[src/rtl/rlcf_pkg.sv]
`timescale 1ns / 1ps
// ----------------------------------------------------------------------------
// rlcf_pkg: shared types and constants of the random LED colour fade engine
// Holds the store entry layout, the pixel colour record and field widths.
// ----------------------------------------------------------------------------
package rlcf_pkg;

  localparam int LEDS_DEFAULT = 32;
  localparam int ACC_W        = 32;
  localparam int LFSR_W       = 9;
  localparam int PIXEL_W      = 5;
  localparam int CH_W         = 8;
  localparam int BAND_W       = 3;
  localparam int BANDS        = 7;
  localparam int SHADE_SHIFT  = 6;
  localparam int SHADE_W      = 16;

  localparam logic [LFSR_W-1:0] SEED_RESET     = 9'h001;
  localparam logic [LFSR_W-1:0] TWINKLE_COLOUR = 9'h0DF;
  localparam logic [CH_W-1:0]   CH_FULL        = 8'hFF;

  // One LED entry of the state memory
  typedef struct packed {
    logic [ACC_W-1:0] step;
    logic [ACC_W-1:0] acc;
  } entry_t;

  typedef struct packed {
    logic [CH_W-1:0] r;
    logic [CH_W-1:0] g;
    logic [CH_W-1:0] b;
  } rgb_t;

endpackage

[src/rtl/rlcf_store.sv]
`timescale 1ns / 1ps
// ----------------------------------------------------------------------------
// rlcf_store: per-LED accumulator and fade step memory
// One write and one registered read port; an entry with its valid bit clear
// reads as zero, so clearing the valid bits empties the whole store.
// ----------------------------------------------------------------------------
module rlcf_store #(
  parameter int DEPTH  = rlcf_pkg::LEDS_DEFAULT,
  parameter int ADDR_W = $clog2(DEPTH)
) (
  input  logic                clk,
  input  logic                rst,
  input  logic                clear,
  input  logic                rd_en,
  input  logic [ADDR_W-1:0]   rd_addr,
  output rlcf_pkg::entry_t    rd_data,
  input  logic                wr_en,
  input  logic [ADDR_W-1:0]   wr_addr,
  input  rlcf_pkg::entry_t    wr_data
);
  import rlcf_pkg::*;

  entry_t             mem [DEPTH];
  entry_t             rd_q;
  logic               rd_vld;
  logic [DEPTH-1:0]   vld;

  always_ff @(posedge clk) begin
    if (wr_en) begin
      mem[wr_addr] <= wr_data;
    end
    if (rd_en) begin
      rd_q <= mem[rd_addr];
    end
  end

  always_ff @(posedge clk) begin
    if (rst) begin
      vld    <= '0;
      rd_vld <= 1'b0;
    end else begin
      if (clear) begin
        vld <= '0;
      end else if (wr_en) begin
        vld[wr_addr] <= 1'b1;
      end
      if (rd_en) begin
        rd_vld <= vld[rd_addr];
      end
    end
  end

  // never-written entries read as zero
  assign rd_data = rd_vld ? rd_q : '0;

`ifndef ASSERT_OFF
  a_no_rw_collide: assert property (@(posedge clk) disable iff (rst)
    !(rd_en && wr_en && rd_addr == wr_addr))
    else $error("store read and write hit the same entry");

  a_clear_empties: assert property (@(posedge clk) disable iff (rst)
    clear |=> vld == '0)
    else $error("store not empty after clear");

  a_addr_range: assert property (@(posedge clk) disable iff (rst)
    (!rd_en || int'(rd_addr) < DEPTH) && (!wr_en || int'(wr_addr) < DEPTH))
    else $error("store address beyond depth");
`endif

endmodule

[src/rtl/rlcf_shade.sv]
`timescale 1ns / 1ps
// ----------------------------------------------------------------------------
// rlcf_shade: hue band shade generator
// Maps a band and a 16-bit shade index to an RGB value, wrapped to 8 bits.
// ----------------------------------------------------------------------------
module rlcf_shade (
  input  logic [rlcf_pkg::BAND_W-1:0]  band,
  input  logic [rlcf_pkg::SHADE_W-1:0] sidx,
  output rlcf_pkg::rgb_t               colour
);
  import rlcf_pkg::*;

  logic               lo;
  logic signed [10:0] lb, inv, rr, gg, bb;

  always_comb begin
    lo  = (sidx[15:8] == 8'd0);
    lb  = 11'(sidx[7:0]);
    inv = 11'sd255 - lb;
    rr  = '0;
    gg  = '0;
    bb  = '0;
    unique case (band)
      3'd0: begin
        rr = 11'sd255;
        if (lo) bb = inv >>> 1;
        else    gg = lb >>> 2;
      end
      3'd1: begin
        rr = 11'sd255;
        if (lo) gg = 11'sd32 - (inv >>> 3);
        else    gg = 11'sd32 + (lb >>> 1);
      end
      3'd2: begin
        rr = 11'sd255;
        if (lo) begin
          gg = 11'sd127 - (inv >>> 4);
        end else begin
          gg = 11'sd127 + lb;
          if (gg > 11'sd255) begin
            rr = 11'sd510 - gg;
            gg = 11'sd255;
          end
        end
      end
      3'd3: begin
        gg = 11'sd255;
        if (lo) begin
          rr = inv;
        end else begin
          bb = lb <<< 1;
          if (bb > 11'sd255) begin
            gg = 11'sd510 - bb;
            bb = 11'sd255;
          end
        end
      end
      3'd4: begin
        bb = 11'sd255;
        if (lo) begin
          gg = inv <<< 1;
          if (gg > 11'sd255) begin
            bb = 11'sd510 - gg;
            gg = 11'sd255;
          end
        end else begin
          rr = lb >>> 2;
        end
      end
      3'd5: begin
        bb = 11'sd255;
        if (lo) begin
          rr = 11'sd40 - (inv >>> 2);
        end else begin
          rr = 11'sd40 + (lb >>> 1);
          if (rr > 11'sd255) begin
            bb = 11'sd510 - rr;
            rr = 11'sd255;
          end
        end
      end
      default: begin
        rr = 11'sd255;
        if (lo) begin
          bb = 11'sd80 + (inv >>> 1);
          if (bb > 11'sd255) begin
            rr = 11'sd510 - bb;
            bb = 11'sd255;
          end
        end else begin
          bb = 11'sd80 - (lb >>> 1);
        end
      end
    endcase
    colour.r = rr[CH_W-1:0];
    colour.g = gg[CH_W-1:0];
    colour.b = bb[CH_W-1:0];
  end

endmodule

[src/rtl/random_led_colour_fade_engine_core.sv]
`timescale 1ns / 1ps
// ----------------------------------------------------------------------------
// random_led_colour_fade_engine_core: random colour fade engine for an LED strip
// Per frame tick, emits one RGB item per LED plus an optional white twinkle.
// ----------------------------------------------------------------------------
// Usage:
//   Input channel (in_valid / in_stall, payload restart): one item is one frame
//   tick. restart = 1 empties the accumulator store, returns the change pointer
//   to LED 0 and reloads the LFSR from seed stepped once, before the frame.
//   Output channel (out_valid / out_stall): LEDS items per frame in LED order,
//   then a white item for LED 0 when the drawn target is 0xDF; last marks the
//   final item of the frame.
//   Config channel (cfg_valid / cfg_ready, payload seed): always ready; write
//   only while idle. The seed only takes effect at the next restart.
// Timing:
//   The per-LED state sits in one memory with a registered read. Each LED
//   walks read, step update, then add/write-back with shade into the output
//   register, one stage a cycle while the output is not stalled. The next
//   tick is taken only once every LED and any twinkle item have left the
//   stages. A stalled output freezes the whole walk; the next tick may be
//   accepted while the final item still waits.
// Reset: synchronous; store empty, seed 1, LFSR 2, target and pointer zero.
// ----------------------------------------------------------------------------
module random_led_colour_fade_engine_core #(
  parameter int LEDS = rlcf_pkg::LEDS_DEFAULT
) (
  input  logic                          clk,
  input  logic                          rst,
  // config write
  input  logic                          cfg_valid,
  output logic                          cfg_ready,
  input  logic [rlcf_pkg::LFSR_W-1:0]   seed,
  // frame ticks
  input  logic                          in_valid,
  output logic                          in_stall,
  input  logic                          restart,
  // pixel items
  output logic                          out_valid,
  input  logic                          out_stall,
  output logic [rlcf_pkg::PIXEL_W-1:0]  pixel,
  output logic [rlcf_pkg::CH_W-1:0]     red,
  output logic [rlcf_pkg::CH_W-1:0]     green,
  output logic [rlcf_pkg::CH_W-1:0]     blue,
  output logic                          last
);
  import rlcf_pkg::*;

  localparam int IDX_W = $clog2(LEDS);
  localparam logic [IDX_W-1:0]  LAST_IDX  = IDX_W'(LEDS - 1);
  localparam logic [BAND_W-1:0] LAST_BAND = BAND_W'(BANDS - 1);

  function automatic logic [LFSR_W-1:0] lfsr_next(input logic [LFSR_W-1:0] r);
    return {r[7:0], r[8] ^ r[4]};
  endfunction

  // architectural state
  logic [LFSR_W-1:0] seed_q;
  logic [LFSR_W-1:0] lfsr;
  logic [LFSR_W-1:0] target;
  logic [IDX_W-1:0]  pointer;

  // issue stage
  logic              issue_active;
  logic [IDX_W-1:0]  idx;
  logic [BAND_W-1:0] band;

  // read-data stage
  logic              s1_valid;
  logic [IDX_W-1:0]  s1_idx;
  logic [BAND_W-1:0] s1_band;
  entry_t            rd_data;

  // add / write-back stage
  logic              s2_valid;
  logic [IDX_W-1:0]  s2_idx;
  logic [BAND_W-1:0] s2_band;
  logic [ACC_W-1:0]  s2_acc;
  logic [ACC_W-1:0]  s2_step;

  logic              twk_pending;
  logic              adv;
  logic              in_accept;
  logic              hit;
  logic [LFSR_W-1:0] lfsr_drawn;
  logic [ACC_W-1:0]  shifted;
  logic [ACC_W-1:0]  step1;
  logic [ACC_W-1:0]  acc_new;
  logic              wr_en;
  entry_t            wr_data;
  rgb_t              colour;

  assign cfg_ready = 1'b1;
  assign adv       = !out_valid || !out_stall;
  assign in_stall  = issue_active || s1_valid || s2_valid || twk_pending;
  assign in_accept = in_valid && !in_stall;

  always_ff @(posedge clk) begin
    if (rst) begin
      seed_q <= SEED_RESET;
    end else if (cfg_valid) begin
      seed_q <= seed;
    end
  end

  // Issue stage walks the LED index, one memory read per cycle unless the output stalls
  always_ff @(posedge clk) begin
    if (rst) begin
      issue_active <= 1'b0;
    end else if (in_accept) begin
      issue_active <= 1'b1;
    end else if (adv && issue_active && idx == LAST_IDX) begin
      issue_active <= 1'b0;
    end
  end

  always_ff @(posedge clk) begin
    if (in_accept) begin
      idx  <= '0;
      band <= '0;
    end else if (adv && issue_active) begin
      idx  <= idx + 1'b1;
      band <= (band == LAST_BAND) ? '0 : band + 1'b1;
    end
  end

  rlcf_store #(
    .DEPTH  (LEDS),
    .ADDR_W (IDX_W)
  ) u_store (
    .clk     (clk),
    .rst     (rst),
    .clear   (in_accept && restart),
    .rd_en   (adv && issue_active),
    .rd_addr (idx),
    .rd_data (rd_data),
    .wr_en   (wr_en),
    .wr_addr (s2_idx),
    .wr_data (wr_data)
  );

  // Read-data stage: the LED under the pointer draws a new target and step
  assign hit        = s1_valid && s1_idx == pointer;
  assign lfsr_drawn = lfsr_next(lfsr);
  assign shifted    = ACC_W'($signed(rd_data.acc) >>> SHADE_SHIFT);
  assign step1      = hit ? (ACC_W'(lfsr_drawn) - shifted) : rd_data.step;

  always_ff @(posedge clk) begin
    if (rst) begin
      s1_valid <= 1'b0;
      s2_valid <= 1'b0;
    end else if (adv) begin
      s1_valid <= issue_active;
      s2_valid <= s1_valid;
    end
  end

  always_ff @(posedge clk) begin
    if (adv) begin
      s1_idx  <= idx;
      s1_band <= band;
      s2_idx  <= s1_idx;
      s2_band <= s1_band;
      s2_acc  <= rd_data.acc;
      s2_step <= step1;
    end
  end

  // LFSR, target and pointer; restart only lands while the walk is idle
  always_ff @(posedge clk) begin
    if (rst) begin
      lfsr    <= lfsr_next(SEED_RESET);
      target  <= '0;
      pointer <= '0;
    end else if (in_accept && restart) begin
      lfsr    <= lfsr_next(seed_q);
      pointer <= '0;
    end else if (adv) begin
      if (hit) begin
        lfsr   <= lfsr_drawn;
        target <= lfsr_drawn;
      end
      // advance the pointer once the frame's last LED has passed the compare
      if (s1_valid && s1_idx == LAST_IDX) begin
        pointer <= (pointer == LAST_IDX) ? '0 : pointer + 1'b1;
      end
    end
  end

  // Add / write-back stage
  assign acc_new      = s2_acc + s2_step;
  assign wr_en        = adv && s2_valid;
  assign wr_data.step = s2_step;
  assign wr_data.acc  = acc_new;

  rlcf_shade u_shade (
    .band   (s2_band),
    .sidx   (acc_new[SHADE_SHIFT +: SHADE_W]),
    .colour (colour)
  );

  // Output register; the twinkle item follows the last LED when the target hits
  always_ff @(posedge clk) begin
    if (rst) begin
      out_valid   <= 1'b0;
      twk_pending <= 1'b0;
    end else if (adv) begin
      if (twk_pending) begin
        out_valid   <= 1'b1;
        twk_pending <= 1'b0;
      end else begin
        out_valid   <= s2_valid;
        twk_pending <= s2_valid && s2_idx == LAST_IDX && target == TWINKLE_COLOUR;
      end
    end
  end

  always_ff @(posedge clk) begin
    if (adv) begin
      if (twk_pending) begin
        pixel <= '0;
        red   <= CH_FULL;
        green <= CH_FULL;
        blue  <= CH_FULL;
        last  <= 1'b1;
      end else begin
        pixel <= PIXEL_W'(s2_idx);
        red   <= colour.r;
        green <= colour.g;
        blue  <= colour.b;
        last  <= s2_idx == LAST_IDX && target != TWINKLE_COLOUR;
      end
    end
  end

`ifndef ASSERT_OFF
  a_twinkle_alone: assert property (@(posedge clk) disable iff (rst)
    twk_pending |-> (!issue_active && !s1_valid && !s2_valid))
    else $error("twinkle item overlaps the LED walk");

  a_single_draw: assert property (@(posedge clk) disable iff (rst)
    (adv && hit) |=> (pointer != s1_idx || !s1_valid))
    else $error("change pointer matched twice in a row");

  a_out_hold: assert property (@(posedge clk) disable iff (rst)
    (out_valid && out_stall) |=> (out_valid && $stable({pixel, red, green, blue, last})))
    else $error("stalled output item changed");
`endif

endmodule
[config.mk]
export PLATFORM = sky130hd
export DESIGN_NAME = random_led_colour_fade_engine_core
export DESIGN_NICKNAME = d
export VERILOG_FILES = /design/src/rtl/rlcf_pkg.sv /design/src/rtl/rlcf_store.sv /design/src/rtl/rlcf_shade.sv /design/src/rtl/random_led_colour_fade_engine_core.sv
export SDC_FILE = /design/constraint.sdc
export NUM_CORES = 2
export LEC_CHECK = 0
export BUFFER_PORTS_ARGS = -buffer_cell sky130_fd_sc_hd__buf_2
export CORE_MARGIN = 2
export CORE_UTILIZATION = 40
export DETAILED_ROUTE_END_ITERATION = 10
export PLACE_DENSITY = 0.52
export REMOVE_ABC_BUFFERS = 1
export SYNTH_ARGS = -nofsm -noshare
export SYNTH_HDL_FRONTEND = slang
export SYNTH_HIERARCHICAL = 1
export SYNTH_SLANG_ARGS = --single-unit
[constraint.sdc]
create_clock -name clk -period 16.64 [get_ports clk]
set_input_delay 0 -clock clk [delete_from_list [all_inputs] [get_ports clk]]
set_output_delay 0 -clock clk [all_outputs]
set_load 0.02 [all_outputs]
==> flow_summary.ini <==
[setup_path]
startpoint_type = register
worst_setup_path_end_kind = register
timing.critical_path.fanout_max = 39
arrival_ns = 7.11
timing.critical_path.buf_inv = 2
worstReg2RegStart = s2_step[4]
critPathTopFamily = compound AO/OA/AOI/OAI gates
crit_path_cell_trace = ha_1 -> o211ai_1 -> o21ai_0 -> a31oi_1 -> o31ai_1 -> xor2_4 -> buf_4 -> ha_1 -> nand4bb_1 -> a2111oi_1 -> nand3_1 -> inv_1 -> a22oi_1 -> or2_2
max_stage_delay_ns = 1.09
timing.critical_path.slowest_stage_cell = sky130_fd_sc_hd__edfxtp_1
crit_required_ns = 17.24
timing.rr.end = red[3]
worst_reg2reg_setup_slack_ns = 10.13
worstRegToRegCells = 14
critical_path.most_common_cell = sky130_fd_sc_hd__ha_1
path_class = reg -> reg

[layout]
nNetsFinal = 4720
layout-drive-gt1-share = 0.270
final_core_util = 0.458
seqCellArea_um2 = 68300
multiInputGateArea_um2 = 22800
fin_cells = 7844
filler_cells_inserted = 19200
area_growth_syn_to_layout_pct = 13.6

[timing]
fin_crit_period_ns = 6.51
finalWorstSetupSlack_ns = 10.13
max-slew-margin-rel = 0.157
finalCritPeriodShare = 0.391
fin_tns_setup_ns = 0
setup_repair_after_global_routing_missed_its_margin = false
max_clock_freq_mhz = 154
report.final.slew_viol_count = 0
setup_viol = 0
finClkSkew_ns = 0.0483
tightest_slew_ns = 1.26
timing_hold_violations_final = 0

[clock_tree]
clk_pin_slew_ns = 0.06
tritoncts.num_buffers = 234
cts.root.buffer_cell = sky130_fd_sc_hd__clkbuf_16
cts_max_level = 4
clock_sink_count = 2300
buffers_inserted_by_post_cts_timing_repair = 0
cts_tree = done
clock_insertion_delay_worst_skew_ns = 0.88
clock_tree.buffer_depth = 3

[global_route]
globalRouteOverflowTotal = 0
global_route.usage.total = 0.224
antenna_found_initial = 11
first_global_vias = 47300
grt_pass1_wl_um = 370000
grt_start_max_net_pins = 100

[power]
worst_ir_drop_vdd_mv = 0.115
static-leakage-power_nw = 33.2
pwr_density_cell_nw_per_um2 = 132
power_mw = 13.8

[worst_hold_path]
min_path_cells = 3
worstHoldEndpoint = seed_q[0]
min_from = cfg_valid
holdCritPathClass = in -> reg

[synth]
synth.ff_latch_count = 2300
asyncSetResetFlopFracSynth = 0
synth_area_leader_cell = sky130_fd_sc_hd__edfxtp_1
syn-mean-instance-area_um2 = 20.8
most_common_cell_in_the_netlist = sky130_fd_sc_hd__edfxtp_1
yosys_most_used_dff = sky130_fd_sc_hd__edfxtp_1
synth.cells.most_frequent = sky130_fd_sc_hd__edfxtp_1, sky130_fd_sc_hd__mux4_2, sky130_fd_sc_hd__clkbuf_1, sky130_fd_sc_hd__nand2_1, sky130_fd_sc_hd__nor2_1
synth.top_cell.area_share = 0.727
edff_count_synth = 2222
synth_cells = 4420
syn-cell-area_um2 = 91800
synth.lib_cells_used.distinct = 96
seq_area_frac_synth = 0.744
netlist_top_cells_area = sky130_fd_sc_hd__edfxtp_1, sky130_fd_sc_hd__mux4_2, sky130_fd_sc_hd__dfxtp_1, sky130_fd_sc_hd__ha_1, sky130_fd_sc_hd__mux2i_1
ys.warnings.count = 6

[die]
core_area_um2 = 228000
row_count = 175
dieWidth_um = 483
start_util = 0.403
ios = 48
die-area_um2 = 233000
die_h_um = 483

[run]
cap_violations = 0

[routing]
detailroute.via_count = 46600
postRouteWirelength_um = 262000
wl_per_cell_um = 33.5
length_of_the_first_detailed_routing_pass_in_iterations = 6
initialDrtViolationCount = 5084
antenna_violating_nets_post_route = 0
drc = 0
route.detailed.vias_per_inst = 5.94

[placed_design]
pre_cts_ws_ns = 10.25
gp_congestion = 0.877
dp.cells = 7369
number_of_i_o_port_buffers = 46
dpl.hpwl_um = 135000

[status]
status = completed
==> power by group <==
part	total (mW)	switching, mW	internal (mW)
clock network	5.17	2.24	2.93
logic	2.00	1.05	0.949
registers	6.64	0.126	6.51
total	13.8	3.42	10.4
==> worst register-to-register path: cells and delay by family (launching register included) <==
kind	cells	cell delay (ns)
flops	1	1.09
buf+inv	2	0.70
fa+ha+maj	2	0.75
xor+xnor	1	0.46
simple gates	3	0.68
compound gates	6	2.56
==> repair_timing <==
item | 4_1_cts | 5_1_grt
hold endpoints to repair | 92 | 0
hold buffers | 40 | 0
gates resized for setup | 0 | 0
==> layer usage <==
layer | part of all wire | vias to the layer above | wire (um) | track usage
li1 | - | 18900 | - | -
met1 | 0.43 | 25700 | 112000 | 0.313
met2 | 0.50 | 1574 | 130000 | 0.372
met3 | 0.057 | 352 | 14900 | 0.0307
met4 | 0.021 | 0 | 5590 | 0.0541
met5 | 0 | - | 0 | 0
==> through the flow <==
step           instance area (um2)  hold WS (ns)
5_1_grt                     104000         0.136
3_3_place_gp                 96400         0.220
4_1_cts                     104000        0.0635
2_1_floorplan                90700        0.0691
6_report                    104000         0.138
3_5_place_dp                 96400         0.222
==> placed cells by master (no fill, tap or decap), types with 46 or more instances in the layout <==
| cell | count |
|---|---|
| sky130_fd_sc_hd__dfxtp_1 | 72 |
| sky130_fd_sc_hd__ha_1 | 67 |
| sky130_fd_sc_hd__clkinv_2 | 46 |
| sky130_fd_sc_hd__and2_1 | 71 |
| sky130_fd_sc_hd__buf_2 | 46 |
| sky130_fd_sc_hd__buf_4 | 128 |
| sky130_fd_sc_hd__clkinv_1 | 55 |
| sky130_fd_sc_hd__a21oi_1 | 91 |
| sky130_fd_sc_hd__nand2_1 | 124 |
| sky130_fd_sc_hd__nor2_1 | 77 |
| sky130_fd_sc_hd__o21ai_0 | 82 |
| sky130_fd_sc_hd__mux2i_1 | 75 |
| sky130_fd_sc_hd__edfxtp_1 | 2222 |
| sky130_fd_sc_hd__mux4_2 | 616 |
| sky130_fd_sc_hd__clkbuf_16 | 235 |
==> cells by family (layout without fill, tap and decap cells) <==
kind of cell / after synthesis / in the layout / synth area share
muxes: 728 / 728 / 0.164
AOI/OAI and AO/OA: 462 / 462 / 0.0340
adders and majority gates: 69 / 69 / 0.00957
DFF: 2300 / 2300 / 0.744
other: 1 / 2 / 0.0000408
and+or+nand+nor: 516 / 516 / 0.0292
buffers and inverters: 278 / 692 / 0.0134
xor gates and xnor gates: 66 / 66 / 0.00630
==> state kept, by name, summed over array words and instances, names as in the netlist, 5 cells and up <==
name and cells:
u_store/vld 32, red 8, target 9, blue 8, s1_idx 5, s2_acc 32, idx 5, lfsr 9
s2_idx 5, seed_q 9, pointer 5, pixel 5, u_store/rd_q 64, green 8, s2_step 32, u_store/mem 2048
==> final cells by class <==
type	instances	share of cell area
antenna	1	0.0000240
clock buffer	286	0.0587
clock inverter	148	0.0135
inverter	36	0.00138
multi-input combinational	1842	0.219
sequential	2300	0.655
tap	3009	0.0361
timing repair buffer	222	0.0168
==> how the worst max path moves through the flow <==
stage | start | end | slack, ns | depth (start not counted)
3_3_place_gp | s2_step[2] | red[3] | 10.19 | 14
5_1_grt | s2_step[4] | red[3] | 9.76 | 14
4_1_cts | s2_step[4] | red[3] | 10.23 | 14
6_report | s2_step[4] | red[3] | 10.13 | 14
2_1_floorplan | idx[0] | s1_idx[0] | -7.06 | 0
3_5_place_dp | s2_step[2] | red[3] | 10.25 | 14
Power figures use the tool's default switching activity.
